### src/mik_pkg.sv
// ----------------------------------------------------------------------------
// Mecanum inverse kinematics: shared types and constants
// Fixed-point widths, angle constants, CORDIC arctangent table and the
// words that move between the pipeline cells.
// ----------------------------------------------------------------------------
package mik_pkg;

    localparam int VEL_W   = 32;               // Q16.16 velocities
    localparam int HEAD_W  = 16;               // Q4.12 heading
    localparam int ARM_W   = 24;               // Q8.16 lever arm
    localparam int ANG_W   = 35;               // Q30 angle before folding
    localparam int Z_W     = 32;               // Q30 residual angle in the cells
    localparam int NEG_W   = VEL_W + 1;        // velocity after optional negation
    localparam int GAIN_W  = 31;
    localparam int GPROD_W = NEG_W + GAIN_W;   // 64
    localparam int XY_W    = 42;               // Q16.24 rotator datapath
    localparam int PROD_W  = VEL_W + ARM_W + 1; // yaw rate times lever arm
    localparam int W_W     = PROD_W - 16;      // rotation term, Q16.16
    localparam int ROT_W   = XY_W - 8;         // rotated velocity, Q16.16
    localparam int SUM_W   = W_W + 2;

    localparam int ATAN_COUNT = 24;
    localparam int ATAN_IDX_W = $clog2(ATAN_COUNT);
    localparam int GUARD_BITS = 8;
    localparam int HEAD_SHIFT = 18;

    localparam logic signed [ANG_W-1:0]   PI_Q30      = 35'sd3373259426;
    localparam logic signed [ANG_W-1:0]   HALF_PI_Q30 = 35'sd1686629713;
    localparam logic signed [ANG_W-1:0]   TWO_PI_Q30  = 35'sd6746518852;
    localparam logic signed [GAIN_W-1:0]  GAIN_Q30    = 31'sd652032874;
    localparam logic signed [GPROD_W-1:0] GAIN_RND    = 64'sd2097152;
    localparam logic signed [PROD_W-1:0]  PROD_RND    = 57'sd32768;
    localparam logic signed [XY_W-1:0]    GUARD_RND   = 42'sd128;

    localparam logic signed [VEL_W-1:0] WHEEL_MAX = 32'sh7FFF_FFFF;
    localparam logic signed [VEL_W-1:0] WHEEL_MIN = 32'sh8000_0000;

    // configuration register indexes
    localparam logic [0:0] CFG_ROLLER_LAYOUT = 1'b0;
    localparam logic [0:0] CFG_LEVER_ARM     = 1'b1;

    // roller layout codes
    localparam logic LAYOUT_O = 1'b0;
    localparam logic LAYOUT_X = 1'b1;

    localparam logic [ARM_W-1:0] LEVER_ARM_RESET = 24'd65536;

    typedef struct packed {
        logic signed [NEG_W-1:0]  x0;
        logic signed [NEG_W-1:0]  y0;
        logic signed [Z_W-1:0]    z;
        logic signed [VEL_W-1:0]  vel_x;
        logic signed [VEL_W-1:0]  vel_y;
        logic signed [PROD_W-1:0] yaw_prod;
        logic                     frame_global;
    } prep_word_t;

    typedef struct packed {
        logic signed [XY_W-1:0]  x;
        logic signed [XY_W-1:0]  y;
        logic signed [Z_W-1:0]   z;
        logic signed [VEL_W-1:0] vel_x;
        logic signed [VEL_W-1:0] vel_y;
        logic signed [W_W-1:0]   w;
        logic                    frame_global;
    } rot_word_t;

    // atan(2^-i) in Q30, truncated
    function automatic logic signed [Z_W-1:0] atan_q30(input logic [ATAN_IDX_W-1:0] idx);
        logic signed [Z_W-1:0] a;
        unique case (idx)
            5'd0:    a = 32'sd843314856;
            5'd1:    a = 32'sd497837829;
            5'd2:    a = 32'sd263043836;
            5'd3:    a = 32'sd133525158;
            5'd4:    a = 32'sd67021686;
            5'd5:    a = 32'sd33543515;
            5'd6:    a = 32'sd16775850;
            5'd7:    a = 32'sd8388437;
            5'd8:    a = 32'sd4194282;
            5'd9:    a = 32'sd2097149;
            5'd10:   a = 32'sd1048575;
            5'd11:   a = 32'sd524287;
            5'd12:   a = 32'sd262143;
            5'd13:   a = 32'sd131071;
            5'd14:   a = 32'sd65535;
            5'd15:   a = 32'sd32767;
            5'd16:   a = 32'sd16383;
            5'd17:   a = 32'sd8191;
            5'd18:   a = 32'sd4095;
            5'd19:   a = 32'sd2047;
            5'd20:   a = 32'sd1023;
            5'd21:   a = 32'sd511;
            5'd22:   a = 32'sd255;
            5'd23:   a = 32'sd127;
            default: a = '0;
        endcase
        return a;
    endfunction

endpackage

### src/mik_mix.sv
// ----------------------------------------------------------------------------
// Mecanum inverse kinematics: wheel mixer
// Picks rotated or body-frame velocity, mixes four wheel speeds by the
// roller layout and saturates them into the output register.
// ----------------------------------------------------------------------------
module mik_mix (
    input  logic                             clk,
    input  logic                             rst_n,
    input  logic                             valid_up,
    output logic                             ready_up,
    input  mik_pkg::rot_word_t               word_up,
    input  logic                             roller_layout,
    output logic                             out_valid,
    input  logic                             out_stall,
    output logic signed [mik_pkg::VEL_W-1:0] wheel_front_left,
    output logic signed [mik_pkg::VEL_W-1:0] wheel_front_right,
    output logic signed [mik_pkg::VEL_W-1:0] wheel_rear_left,
    output logic signed [mik_pkg::VEL_W-1:0] wheel_rear_right,
    output logic                             clipped
);
    import mik_pkg::*;

    typedef struct packed {
        logic signed [ROT_W-1:0] vx;
        logic signed [ROT_W-1:0] vy;
        logic signed [W_W-1:0]   w;
    } mix_word_t;

    logic                    sel_valid_reg;
    mix_word_t               sel_reg;
    mix_word_t               sel_next;
    logic                    sel_ready;
    logic                    out_ready;
    logic                    out_valid_reg;
    logic signed [VEL_W-1:0] wheel_reg  [4];
    logic signed [VEL_W-1:0] wheel_next [4];
    logic                    clip_reg;
    logic                    clip_next;
    logic signed [SUM_W-1:0] sum [4];
    logic signed [SUM_W-1:0] vx_s;
    logic signed [SUM_W-1:0] vy_s;
    logic signed [SUM_W-1:0] w_s;
    logic [3:0]              hit;

    assign out_ready = !out_valid_reg || !out_stall;
    assign sel_ready = !sel_valid_reg || out_ready;
    assign ready_up  = sel_ready;

    // select stage: drop the guard bits of the rotator, or pass the body-frame velocity
    always_comb
    begin
        if (word_up.frame_global)
        begin
            sel_next.vx = ROT_W'((word_up.x + GUARD_RND) >>> GUARD_BITS);
            sel_next.vy = ROT_W'((word_up.y + GUARD_RND) >>> GUARD_BITS);
        end
        else
        begin
            sel_next.vx = ROT_W'(word_up.vel_x);
            sel_next.vy = ROT_W'(word_up.vel_y);
        end
        sel_next.w = word_up.w;
    end

    always_comb
    begin
        vx_s = SUM_W'(sel_reg.vx);
        vy_s = SUM_W'(sel_reg.vy);
        w_s  = SUM_W'(sel_reg.w);
        unique case (roller_layout)
            LAYOUT_O:
            begin
                sum[0] = vy_s - vx_s + w_s;
                sum[1] = vy_s + vx_s - w_s;
                sum[2] = vy_s - vx_s - w_s;
                sum[3] = vy_s + vx_s + w_s;
            end
            LAYOUT_X:
            begin
                sum[0] = vx_s - vy_s - w_s;
                sum[1] = vx_s + vy_s + w_s;
                sum[2] = vx_s + vy_s - w_s;
                sum[3] = vx_s - vy_s + w_s;
            end
        endcase
        for (int k = 0; k < 4; k++)
        begin
            if (sum[k] > SUM_W'(WHEEL_MAX))
            begin
                wheel_next[k] = WHEEL_MAX;
                hit[k]        = 1'b1;
            end
            else if (sum[k] < SUM_W'(WHEEL_MIN))
            begin
                wheel_next[k] = WHEEL_MIN;
                hit[k]        = 1'b1;
            end
            else
            begin
                wheel_next[k] = VEL_W'(sum[k]);
                hit[k]        = 1'b0;
            end
        end
        clip_next = |hit;
    end

    always_ff @(posedge clk or negedge rst_n)
    begin
        if (!rst_n)
        begin
            sel_valid_reg <= 1'b0;
            out_valid_reg <= 1'b0;
        end
        else
        begin
            if (sel_ready)
            begin
                sel_valid_reg <= valid_up;
            end
            if (out_ready)
            begin
                out_valid_reg <= sel_valid_reg;
            end
        end
    end

    always_ff @(posedge clk)
    begin
        if (sel_ready && valid_up)
        begin
            sel_reg <= sel_next;
        end
        if (out_ready && sel_valid_reg)
        begin
            wheel_reg <= wheel_next;
            clip_reg  <= clip_next;
        end
    end

    assign out_valid         = out_valid_reg;
    assign wheel_front_left  = wheel_reg[0];
    assign wheel_front_right = wheel_reg[1];
    assign wheel_rear_left   = wheel_reg[2];
    assign wheel_rear_right  = wheel_reg[3];
    assign clipped           = clip_reg;

endmodule

### config.mk
export PLATFORM = sky130hd
export DESIGN_NAME = mik_mix
export DESIGN_NICKNAME = d
export VERILOG_FILES = /design/src/mik_pkg.sv /design/src/mik_mix.sv
export SDC_FILE = /design/constraint.sdc
export NUM_CORES = 1
export LEC_CHECK = 0
export ABC_AREA = 0
export BUFFER_PORTS_ARGS = -buffer_cell sky130_fd_sc_hd__buf_4
export CORE_ASPECT_RATIO = 1.75
export CORE_MARGIN = 2
export CORE_UTILIZATION = 30
export CTS_CLUSTER_DIAMETER = 40
export DETAILED_ROUTE_END_ITERATION = 12
export PLACE_DENSITY_LB_ADDON = 0.12
export SYNTH_ARGS = -nofsm -noshare
export SYNTH_HDL_FRONTEND = slang
export SYNTH_SLANG_ARGS = --single-unit
### constraint.sdc
create_clock -name clk -period 13.8 [get_ports clk]
set_clock_uncertainty 0.05 [all_clocks]
set_input_delay 0 -clock clk [delete_from_list [all_inputs] [get_ports clk]]
set_output_delay 0 -clock clk [all_outputs]
set_load 0.01 [all_outputs]
==> reports/results.txt <==
post-cts sizing count - 0
slowest cell delay on critical path - 0.79 ns
top cells by area, synth - edfxtp_1 24%, ha_1 14%, a21oi_1 8.1%, xnor2_1 7.9%, nor2_1 5.6%
CTS clk-pin slew, worst paths - 0.06 ns
CTS Buf Count - 34
Netlist cell types - 95
Crit-path slowest cell - a221oi_1
unrepaired setup endpoints after global routing - false
Post-synth EDFFs - 238
max FFs per register - 109
maximum vdd drop - 0.0000773 V
Post-Syn Area - 0.0302 sq mm
CTS tree - done
gr usage total - 24.2%
routed vias/inst - 5.31
initial antenna violation count - 1
clock latency on the worst-skew pair - 0.60 ns
Pins Over Slew Limit - 0
post-synth net total - 4,429
largest area contributor in the netlist - edfxtp_1
RePlAce Congestion - 0.956
crit share post-route - 71.9%
cell row count - 153
final critical-path required period - 9.92 ns
register bit total from synthesis - 240
vias in the first global route - 30,200
Power Dens Cells - 154 mW/mm^2
largest family of logic cells by synthesized area - compound AO/OA/AOI/OAI gates
Placed Area - 0.0336 sq mm
Tot Pwr - 5.62 mW
Leak - 15.0 nW
chip width - 244 um
Most used DFF post-synth - edfxtp_1
critical path class - reg -> reg
Slew @ Worst Pin - 1.14 ns
Worst Path Buf+Inv - 5
delay-heaviest family, CP - compound AO/OA/AOI/OAI gates
most common cell in the netlist - a21oi_1
outcome - complete, no violations
Setup TNS Final - 0 ns
via count - 29,500
Final Util - 36.7%
Post-Layout Cell Count - 5,556
post-synthesis sequential area ratio - 23.8%
Gate Count Post-Synth - 3,844
aggregate routed wire length - 129 mm
drt wl/cell - 23.2 um
HP Class - in -> reg
first-pass GRT wire length - 188 mm
Final Instance Area - 0.0366 sq mm
area added between synthesis and finish - 21.2%
pin count of the biggest net entering global routing - 75
number of DRC violations after detailed-routing iteration 0 - 1,506
Synth top area share - 23.7%
top cells by count, synth - 486 x a21oi_1, 447 x nor2_1, 349 x ha_1
IO buf count - 311
Hold Fails Final Rpt - 0
total congestion overflow - 0
crit start category - register
CP required - 14.06 ns
antenna-violating nets left - 0
Achievable Freq - 0.101 GHz
adder-cell share of the synthesized area - 15.1%
Critical Path AT - 10.18 ns
CP Max Fanout - 18
async set-or-reset flop fraction in the synthesized netlist - 0.833%
IO Pins - 358
Clock Path Buffers - 3
mux contribution to synthesized area - 1.57%
final setup violation count - 0
Simple-Gate Fraction of Synth Area - 17.2%
XOR/XNOR Fraction of Synth Area - 10.7%
die height - 424 um
drt first pass iters - 5
die area - 0.103 sq mm
Max-Cap Viols - 0
Nets - 4,799
DP Wirelength - 109 mm
Critical Path Most Common Cell - a21oi_1
Placed Instances - 5,314
Sink Count - 240
share of cells above drive strength 1 - 10.8%
Mean Syn Cell Area - 7.85 sq um
CTS root buffer - clkbuf_16
H-tree depth - 2
Slew headroom - 23.4%
Syn. warnings - 0
Synth Area in Compound Gates - 25.4%
initial core utilization - 30.3%
CP Capture Type - register
CORE AREA - 0.0995 sq mm
DRC Markers - 0
[final timing paths]
path / from / end / slack, ns / cells after the start
max: sel_reg[41] / wheel_front_left[4] / 3.88 / 35
min: word_up[178] / sel_reg[74] / 0.04 / 5
max reg2reg: sel_reg[41] / wheel_front_left[4] / 3.88 / 35
min reg2reg: sel_valid_reg / out_valid / 0.44 / 1
max in group asynchronous: rst_n / out_valid / 13.35 / 3
min in group asynchronous: rst_n / sel_valid_reg / 0.23 / 3
[stage by stage]
stage	hold slack [ns]	setup WS, ns
after floorplan	-0.346	3.17
after global placement	-0.267	4.01
after detailed placement	-0.265	3.99
after CTS	0.00268	3.93
after global routing	0.0623	3.26
final	0.0443	3.88
[layout make-up]
cell class	instances	area (sq um)
antenna	1	2.50
clock buffer	39	870
clock inverter	21	240
fill	10800	63000
inverter	306	1150
multi-input combinational	3116	21100
sequential	240	7200
tap	1317	1650
timing repair buffer	516	4330
[worst reg2reg max path: cells and delay by family (launching register included)]
kind | cells | cell delay, ns
flip-flops | 1 | 0.41
AO/OA/AOI/OAI | 21 | 5.52
AND/OR/NAND/NOR | 3 | 1.25
multiplexers | 1 | 0.11
buffers and inverters | 5 | 0.79
XOR/XNOR | 2 | 0.54
adder cells (fa/ha/maj) | 3 | 0.97
[routing by layer]
metal / track usage [%] / wire length [um] / share of wire, %
met3: 2.41 / 4520 / 3.5
met2: 45.2 / 66600 / 52
met1: 25.6 / 48700 / 38
met4: 15.4 / 9100 / 7.1
met5: 0 / 0 / 0
[logic make-up (layout without fill, tap and decap cells)]
family | Yosys count | count (layout)
AND/OR/NAND/NOR | 1095 | 1095
adder cells (fa/ha/maj) | 358 | 358
AO/OA/AOI/OAI | 1248 | 1248
flip-flops | 240 | 240
XOR/XNOR | 369 | 369
multiplexers | 46 | 46
buffers and inverters | 488 | 882
other | 0 | 1
[timing repair]
action / in CTS / in global routing
endpoints found under the setup margin: 0 / 0
hold endpoints to repair: 141 / 0
hold buffers: 181 / 0
setup buffers: 0 / 0
[report_power, final]
group / internal [mW] / switching [mW] / leakage (nW) / total (mW)
sequential: 0.968 / 0.0657 / 2.25 / 1.03
clock: 0.491 / 0.378 / 0.531 / 0.870
combinational: 1.30 / 2.42 / 12.2 / 3.72
total: 2.76 / 2.86 / 15.0 / 5.62
[layout by cell type (no fill, tap or decap), types with 10 or more instances in the layout]
cell / count
o21ai_0: 302
a21o_1: 68
a21oi_1: 486
a211o_1: 11
nor2_1: 447
or3_1: 25
mux2_2: 10
nand3_1: 70
or4_1: 23
or2_2: 12
nor3_1: 61
a31oi_1: 34
xnor2_1: 272
o21bai_1: 72
nand2_1: 200
nand2b_1: 54
o21a_1: 16
a211oi_1: 24
mux2i_1: 36
dlygate4sd3_1: 181
and3_1: 39
o31ai_1: 38
a221oi_1: 11
nand4_1: 29
clkbuf_16: 34
and2_1: 18
o31a_1: 10
edfxtp_1: 238
xor2_1: 97
o21ai_1: 12
inv_1: 296
o211ai_1: 32
nor2b_1: 39
nor4_1: 34
buf_4: 334
ha_1: 349
No activity file was read; power rests on OpenSTA's default activity.
