--- src/mik_pkg.sv ---
// ----------------------------------------------------------------------------
// Mecanum inverse kinematics: shared types and constants
// Fixed-point widths, angle constants, CORDIC arctangent table and the
// words that move between the pipeline cells.
// ----------------------------------------------------------------------------
package mik_pkg;

    localparam int VEL_W   = 32;               // Q16.16 velocities
    localparam int HEAD_W  = 16;               // Q4.12 heading
    localparam int ARM_W   = 24;               // Q8.16 lever arm
    localparam int ANG_W   = 35;               // Q30 angle before folding
    localparam int Z_W     = 32;               // Q30 residual angle in the cells
    localparam int NEG_W   = VEL_W + 1;        // velocity after optional negation
    localparam int GAIN_W  = 31;
    localparam int GPROD_W = NEG_W + GAIN_W;   // 64
    localparam int XY_W    = 42;               // Q16.24 rotator datapath
    localparam int PROD_W  = VEL_W + ARM_W + 1; // yaw rate times lever arm
    localparam int W_W     = PROD_W - 16;      // rotation term, Q16.16
    localparam int ROT_W   = XY_W - 8;         // rotated velocity, Q16.16
    localparam int SUM_W   = W_W + 2;

    localparam int ATAN_COUNT = 24;
    localparam int ATAN_IDX_W = $clog2(ATAN_COUNT);
    localparam int GUARD_BITS = 8;
    localparam int HEAD_SHIFT = 18;

    localparam logic signed [ANG_W-1:0]   PI_Q30      = 35'sd3373259426;
    localparam logic signed [ANG_W-1:0]   HALF_PI_Q30 = 35'sd1686629713;
    localparam logic signed [ANG_W-1:0]   TWO_PI_Q30  = 35'sd6746518852;
    localparam logic signed [GAIN_W-1:0]  GAIN_Q30    = 31'sd652032874;
    localparam logic signed [GPROD_W-1:0] GAIN_RND    = 64'sd2097152;
    localparam logic signed [PROD_W-1:0]  PROD_RND    = 57'sd32768;
    localparam logic signed [XY_W-1:0]    GUARD_RND   = 42'sd128;

    localparam logic signed [VEL_W-1:0] WHEEL_MAX = 32'sh7FFF_FFFF;
    localparam logic signed [VEL_W-1:0] WHEEL_MIN = 32'sh8000_0000;

    // configuration register indexes
    localparam logic [0:0] CFG_ROLLER_LAYOUT = 1'b0;
    localparam logic [0:0] CFG_LEVER_ARM     = 1'b1;

    // roller layout codes
    localparam logic LAYOUT_O = 1'b0;
    localparam logic LAYOUT_X = 1'b1;

    localparam logic [ARM_W-1:0] LEVER_ARM_RESET = 24'd65536;

    typedef struct packed {
        logic signed [NEG_W-1:0]  x0;
        logic signed [NEG_W-1:0]  y0;
        logic signed [Z_W-1:0]    z;
        logic signed [VEL_W-1:0]  vel_x;
        logic signed [VEL_W-1:0]  vel_y;
        logic signed [PROD_W-1:0] yaw_prod;
        logic                     frame_global;
    } prep_word_t;

    typedef struct packed {
        logic signed [XY_W-1:0]  x;
        logic signed [XY_W-1:0]  y;
        logic signed [Z_W-1:0]   z;
        logic signed [VEL_W-1:0] vel_x;
        logic signed [VEL_W-1:0] vel_y;
        logic signed [W_W-1:0]   w;
        logic                    frame_global;
    } rot_word_t;

    // atan(2^-i) in Q30, truncated
    function automatic logic signed [Z_W-1:0] atan_q30(input logic [ATAN_IDX_W-1:0] idx);
        logic signed [Z_W-1:0] a;
        unique case (idx)
            5'd0:    a = 32'sd843314856;
            5'd1:    a = 32'sd497837829;
            5'd2:    a = 32'sd263043836;
            5'd3:    a = 32'sd133525158;
            5'd4:    a = 32'sd67021686;
            5'd5:    a = 32'sd33543515;
            5'd6:    a = 32'sd16775850;
            5'd7:    a = 32'sd8388437;
            5'd8:    a = 32'sd4194282;
            5'd9:    a = 32'sd2097149;
            5'd10:   a = 32'sd1048575;
            5'd11:   a = 32'sd524287;
            5'd12:   a = 32'sd262143;
            5'd13:   a = 32'sd131071;
            5'd14:   a = 32'sd65535;
            5'd15:   a = 32'sd32767;
            5'd16:   a = 32'sd16383;
            5'd17:   a = 32'sd8191;
            5'd18:   a = 32'sd4095;
            5'd19:   a = 32'sd2047;
            5'd20:   a = 32'sd1023;
            5'd21:   a = 32'sd511;
            5'd22:   a = 32'sd255;
            5'd23:   a = 32'sd127;
            default: a = '0;
        endcase
        return a;
    endfunction

endpackage

--- src/mik_cordic_cell.sv ---
// ----------------------------------------------------------------------------
// Mecanum inverse kinematics: CORDIC cell
// One micro-rotation by atan(2^-SHIFT), steered by the sign of the
// residual angle.
// ----------------------------------------------------------------------------
module mik_cordic_cell #(
    parameter int SHIFT = 0
) (
    input  logic               clk,
    input  logic               rst_n,
    input  logic               valid_up,
    output logic               ready_up,
    input  mik_pkg::rot_word_t word_up,
    output logic               valid_dn,
    input  logic               ready_dn,
    output mik_pkg::rot_word_t word_dn
);
    import mik_pkg::*;

    localparam logic signed [Z_W-1:0] ATAN = atan_q30(ATAN_IDX_W'(SHIFT));

    logic                   valid_reg;
    rot_word_t              word_reg;
    rot_word_t              word_next;
    logic signed [XY_W-1:0] dx;
    logic signed [XY_W-1:0] dy;

    assign ready_up = !valid_reg || ready_dn;
    assign valid_dn = valid_reg;
    assign word_dn  = word_reg;

    always_comb
    begin
        dx        = word_up.y >>> SHIFT;
        dy        = word_up.x >>> SHIFT;
        word_next = word_up;
        if (!word_up.z[Z_W-1])
        begin
            word_next.x = word_up.x - dx;
            word_next.y = word_up.y + dy;
            word_next.z = word_up.z - ATAN;
        end
        else
        begin
            word_next.x = word_up.x + dx;
            word_next.y = word_up.y - dy;
            word_next.z = word_up.z + ATAN;
        end
    end

    always_ff @(posedge clk or negedge rst_n)
    begin
        if (!rst_n)
        begin
            valid_reg <= 1'b0;
        end
        else if (ready_up)
        begin
            valid_reg <= valid_up;
        end
    end

    always_ff @(posedge clk)
    begin
        if (ready_up && valid_up)
        begin
            word_reg <= word_next;
        end
    end

endmodule

--- config.mk ---
export PLATFORM = sky130hd
export DESIGN_NAME = mik_cordic_cell
export DESIGN_NICKNAME = d
export VERILOG_FILES = /design/src/mik_pkg.sv /design/src/mik_cordic_cell.sv
export SDC_FILE = /design/constraint.sdc
export NUM_CORES = 1
export LEC_CHECK = 0
export ABC_CLOCK_PERIOD_IN_PS = 8200
export BUFFER_PORTS_ARGS = -buffer_cell sky130_fd_sc_hd__buf_2
export CAP_MARGIN = 20
export CORE_MARGIN = 5
export CORE_UTILIZATION = 40
export DETAILED_ROUTE_END_ITERATION = 6
export HOLD_SLACK_MARGIN = 0.15
export PLACE_DENSITY = 0.65
export SYNTH_ARGS = -nofsm -noshare
export SYNTH_HDL_FRONTEND = slang
export SYNTH_SLANG_ARGS = --single-unit
--- constraint.sdc ---
create_clock -name clk -period 8.2 [get_ports clk]
set_clock_uncertainty 0.2 [all_clocks]
set_input_delay 0.41 -clock clk [delete_from_list [all_inputs] [get_ports clk]]
set_output_delay 0.41 -clock clk [all_outputs]
set_load 0.05 [all_outputs]
==> reports/qor.log <==
qor: floorplanning.core_area 38830 um^2
qor: sta.min_period_over_period 47.91%
qor: drt.vias_per_cell 5.619
qor: power.ir_worst_vdd 0.1633 mV
qor: synthesis.synthArstFlopShare 0.4505%
qor: clock_network.root_buffer sky130_fd_sc_hd__clkbuf_16
qor: sta.setup_tns 0 ns
qor: sta.max_clock_freq 254.5 MHz
qor: synthesis.synth_sequential_area_ratio 42.25%
qor: synthesis.synth_commonest_cells 221 x sky130_fd_sc_hd__edfxtp_1, 200 x sky130_fd_sc_hd__a21oi_1, 150 x sky130_fd_sc_hd__ha_1, 129 x sky130_fd_sc_hd__inv_1, 127 x sky130_fd_sc_hd__nor2_1
qor: sta.max_slew.worst_pin.slew 1.057 ns
qor: critical_path.r2r_end word_dn[205]
qor: global_route.initial_antenna_violation_count 15
qor: synthesis.synth_area_leader_cell sky130_fd_sc_hd__edfxtp_1
qor: synthesis.synthFlopType sky130_fd_sc_hd__edfxtp_1
qor: sta.finalMaxSlewViolations 0
qor: synthesis.post_synth_and_or_nand_nor_area_fraction 11.60%
qor: global_route.grt_usage 26.36%
qor: worst_hold_path.min-delay-start word_up[120]
qor: layout.layout.filler_cells 3470
qor: floorplanning.die_area 43490 um^2
qor: sta.worst_slew_margin_rel 29.51%
qor: floorplanning.chipWidth 208.5 um
qor: synthesis.synth_cells 1634
qor: critical_path.timing.critical_path.from_type primary input
qor: placed_design.port_buffers 449
qor: synthesis.synth.yosys.warnings 0
qor: synthesis.synth_fp_nets 2014
qor: sta.final.min_clock_period 3.929 ns
qor: synthesis.synth.avg_cell_area 9.650 um^2
qor: clock_network.worst_setup_hold_path_clk_slew 0.06 ns
qor: layout.final_net_count 2556
qor: power.power-per-cell-area 198.9 nW/um^2
qor: worst_hold_path.worst_hold_path_type in2reg
qor: clock_network.tritoncts done
qor: drt.postRouteAntennaNets 0
qor: worst_hold_path.hold_path_depth 3
qor: clock_network.ctsLongestPathBuffers 3
qor: synthesis.synthMostInstantiatedCell sky130_fd_sc_hd__edfxtp_1
qor: critical_path.setup.reg_to_reg.worst_slack 5.53 ns
qor: layout.synthToLayoutAreaGrowth 31.15%
qor: job.drv_cap 0
qor: outcome.status completed
qor: global_route.grt_max_degree 153
qor: critical_path.path_class in2reg
qor: critical_path.reg2reg_depth 3
qor: drt.route.vias.total 15.32k
qor: drt.drc 0
qor: global_route.grt_pass1_vias 14.93k
qor: clock_network.cts_sink_cnt 222
qor: drt.first_iter_violations 1640
qor: floorplanning.io-pin-count 450
qor: synthesis.synth-seq-cells 222
qor: synthesis.synth_edf_count 221
qor: synthesis.netlist_top_cells_area sky130_fd_sc_hd__edfxtp_1 42%, sky130_fd_sc_hd__ha_1 12%, sky130_fd_sc_hd__a21oi_1 6.3%
qor: power.power.leakage 8.929 nW
qor: synthesis.yosysUniqueCellTypes 76
qor: placed_design.rd_place_congestion 0.9910
qor: critical_path.regToRegStartpoint valid_dn
qor: floorplanning.fp.dieH 208.5 um
qor: drt.total_wire_length 61170 um
qor: placed_design.place_area 18430 um^2
qor: sta.setup_repair_after_global_routing_missed_its_margin no
qor: critical_path.timing.critical_path.arrival 4.04 ns
qor: worst_hold_path.hold-path-endpoint word_dn[120]
qor: floorplanning.initial_core_util 40.61%
qor: synthesis.synth-xor-area-share 5.832%
qor: synthesis.yosys.area_share.adder 12.41%
qor: drt.post_drt_wl_per_cell 22.43 um
qor: layout.final_layout_size_suffix_gt1_share 23.79%
qor: critical_path.cp.required 8.31 ns
qor: sta.number_of_setup_violations_in_the_final_report 0
qor: synthesis.synth_top_family_by_area compound AO/OA/AOI/OAI gates
qor: floorplanning.std_cell_rows 72
qor: placed_design.place_hpwl 46610 um
qor: synthesis.synth_top_area_share 42.09%
qor: synthesis.synth_compound_gate_area_share 22.00%
qor: clock_network.clock_insertion_delay_at_the_later_pin_of_the_skew_report 0.55 ns
qor: critical_path.setup.worst_path.end_class flip-flop
qor: clock_network.cts-htree-levels 1
qor: power.report.power.total 4.113 mW
qor: synthesis.netlist_area 15770 um^2
qor: critical_path.critical_path.max_fanout 4
qor: sta.timing_hold_violations_final 0
qor: clock_network.number_of_buffers_added_by_the_clock_tree_synthesis_step 26
qor: layout.finalInstanceArea 20680 um^2
qor: global_route.grt_pass1_wl 90670 um
qor: synthesis.fraction_of_synthesized_area_in_multiplexers 0.8887%
qor: global_route.grt_overflow 0
qor: drt.drtPass1Iterations 6
==> power breakdown <==
part | total [mW] | internal (mW) | switching (mW)
Combinational | 1.37 | 0.413 | 0.960
Sequential | 1.42 | 1.39 | 0.0325
Clock | 1.31 | 0.809 | 0.506
==> registers in the layout (all words and copies together), names as in the netlist <==
name	flops
valid_dn	1
word_dn	221
==> stage by stage <==
| step | hold WS (ns) | instances | worst slack (ns) | util (%) |
|---|---|---|---|---|
| 2_1_floorplan | -0.08559 | 1634 | 1.236 | - |
| 3_3_place_gp | -0.01539 | 2541 | 3.910 | 47.46 |
| 3_5_place_dp | -0.01439 | 2541 | 3.776 | 47.46 |
| 4_1_cts | 0.1530 | 2712 | 4.340 | 53.16 |
| 5_1_grt | 0.1994 | 2727 | 3.952 | 53.26 |
| 6_report | 0.1919 | 2727 | 4.271 | 53.26 |
==> how the worst max path moves through the flow <==
stage	slack [ns]	endpoint	depth (start not counted)	start
final	4.27	word_dn[176]	13	word_up[180]
after CTS	4.34	word_dn[172]	13	word_up[180]
after detailed placement	3.78	word_dn[137]	13	word_up[137]
after floorplan	1.24	word_dn[0]	2	valid_dn
after global placement	3.91	word_dn[137]	13	word_up[137]
after global routing	3.95	word_dn[137]	13	word_up[137]
==> timing repair <==
action                    4_1_cts  5_1_grt
hold endpoints to repair      122        0
setup buffers                   0        0
hold buffers                  125        0
gates resized for setup         0        0
==> cells in the final DEF (no fill, tap or decap), types with 6 or more instances in the layout <==
cell and n:
sky130_fd_sc_hd__xor2_1 18, sky130_fd_sc_hd__a21oi_1 200, sky130_fd_sc_hd__o211ai_1 19, sky130_fd_sc_hd__nor2_1 127, sky130_fd_sc_hd__edfxtp_1 221, sky130_fd_sc_hd__nand3b_1 6, sky130_fd_sc_hd__o21a_1 11, sky130_fd_sc_hd__o21bai_1 28
sky130_fd_sc_hd__a311oi_1 6, sky130_fd_sc_hd__dlygate4sd3_1 125, sky130_fd_sc_hd__buf_2 448, sky130_fd_sc_hd__clkbuf_16 26, sky130_fd_sc_hd__a211oi_1 27, sky130_fd_sc_hd__mux2i_1 14, sky130_fd_sc_hd__o21ai_1 14, sky130_fd_sc_hd__a21o_1 40
sky130_fd_sc_hd__nand2b_1 18, sky130_fd_sc_hd__nand2_1 99, sky130_fd_sc_hd__diode_2 15, sky130_fd_sc_hd__a2111oi_0 7, sky130_fd_sc_hd__xnor2_1 87, sky130_fd_sc_hd__ha_1 150, sky130_fd_sc_hd__o21ai_0 104, sky130_fd_sc_hd__nor3_1 26
sky130_fd_sc_hd__and3_1 6, sky130_fd_sc_hd__o31ai_1 12, sky130_fd_sc_hd__bufinv_16 7, sky130_fd_sc_hd__a31oi_1 16, sky130_fd_sc_hd__nand3_1 26, sky130_fd_sc_hd__inv_1 129, sky130_fd_sc_hd__nor4_1 11, sky130_fd_sc_hd__nand4_1 25
sky130_fd_sc_hd__nor2b_1 19
==> kinds of logic after synthesis <==
group | Yosys count
buf+inv | 200
simple gates | 389
compound gates | 550
mux | 14
flops | 222
fa+ha+maj | 154
xor+xnor | 105
==> per-layer routing <==
layer	part of all wire (%)	vias up	GRT usage (%)
li1	-	7086	-
met1	40	7285	33.99
met2	48	819	44.11
met3	8.1	132	4.820
met4	4.0	0	10.40
met5	0	-	0
==> layout make-up <==
class                      instances  area, um^2  share of cell area (%)
timing repair buffer             578        3543                   17.14
sequential                       222        6661                   32.21
antenna                           15       37.54                  0.1815
inverter                         136       510.5                   2.469
clock buffer                      29       661.9                   3.201
multi-input combinational       1212        8317                   40.22
tap                              518       648.1                   3.134
clock inverter                    17       299.0                   1.446
==> critical path, stage by stage <==
cell and delay [ns]:
sky130_fd_sc_hd__dlygate4sd3_1 0.53, sky130_fd_sc_hd__buf_2 0.14, sky130_fd_sc_hd__ha_1 0.21, sky130_fd_sc_hd__fa_1 0.42, sky130_fd_sc_hd__nor2b_1 0.17, sky130_fd_sc_hd__o211ai_1 0.31, sky130_fd_sc_hd__a311oi_1 0.24, sky130_fd_sc_hd__o41ai_2 0.62
sky130_fd_sc_hd__o311ai_2 0.17, sky130_fd_sc_hd__a31oi_2 0.36, sky130_fd_sc_hd__o21ai_1 0.15, sky130_fd_sc_hd__o22ai_1 0.20, sky130_fd_sc_hd__xnor2_1 0.08
No activity file was read; power rests on OpenSTA's default activity.
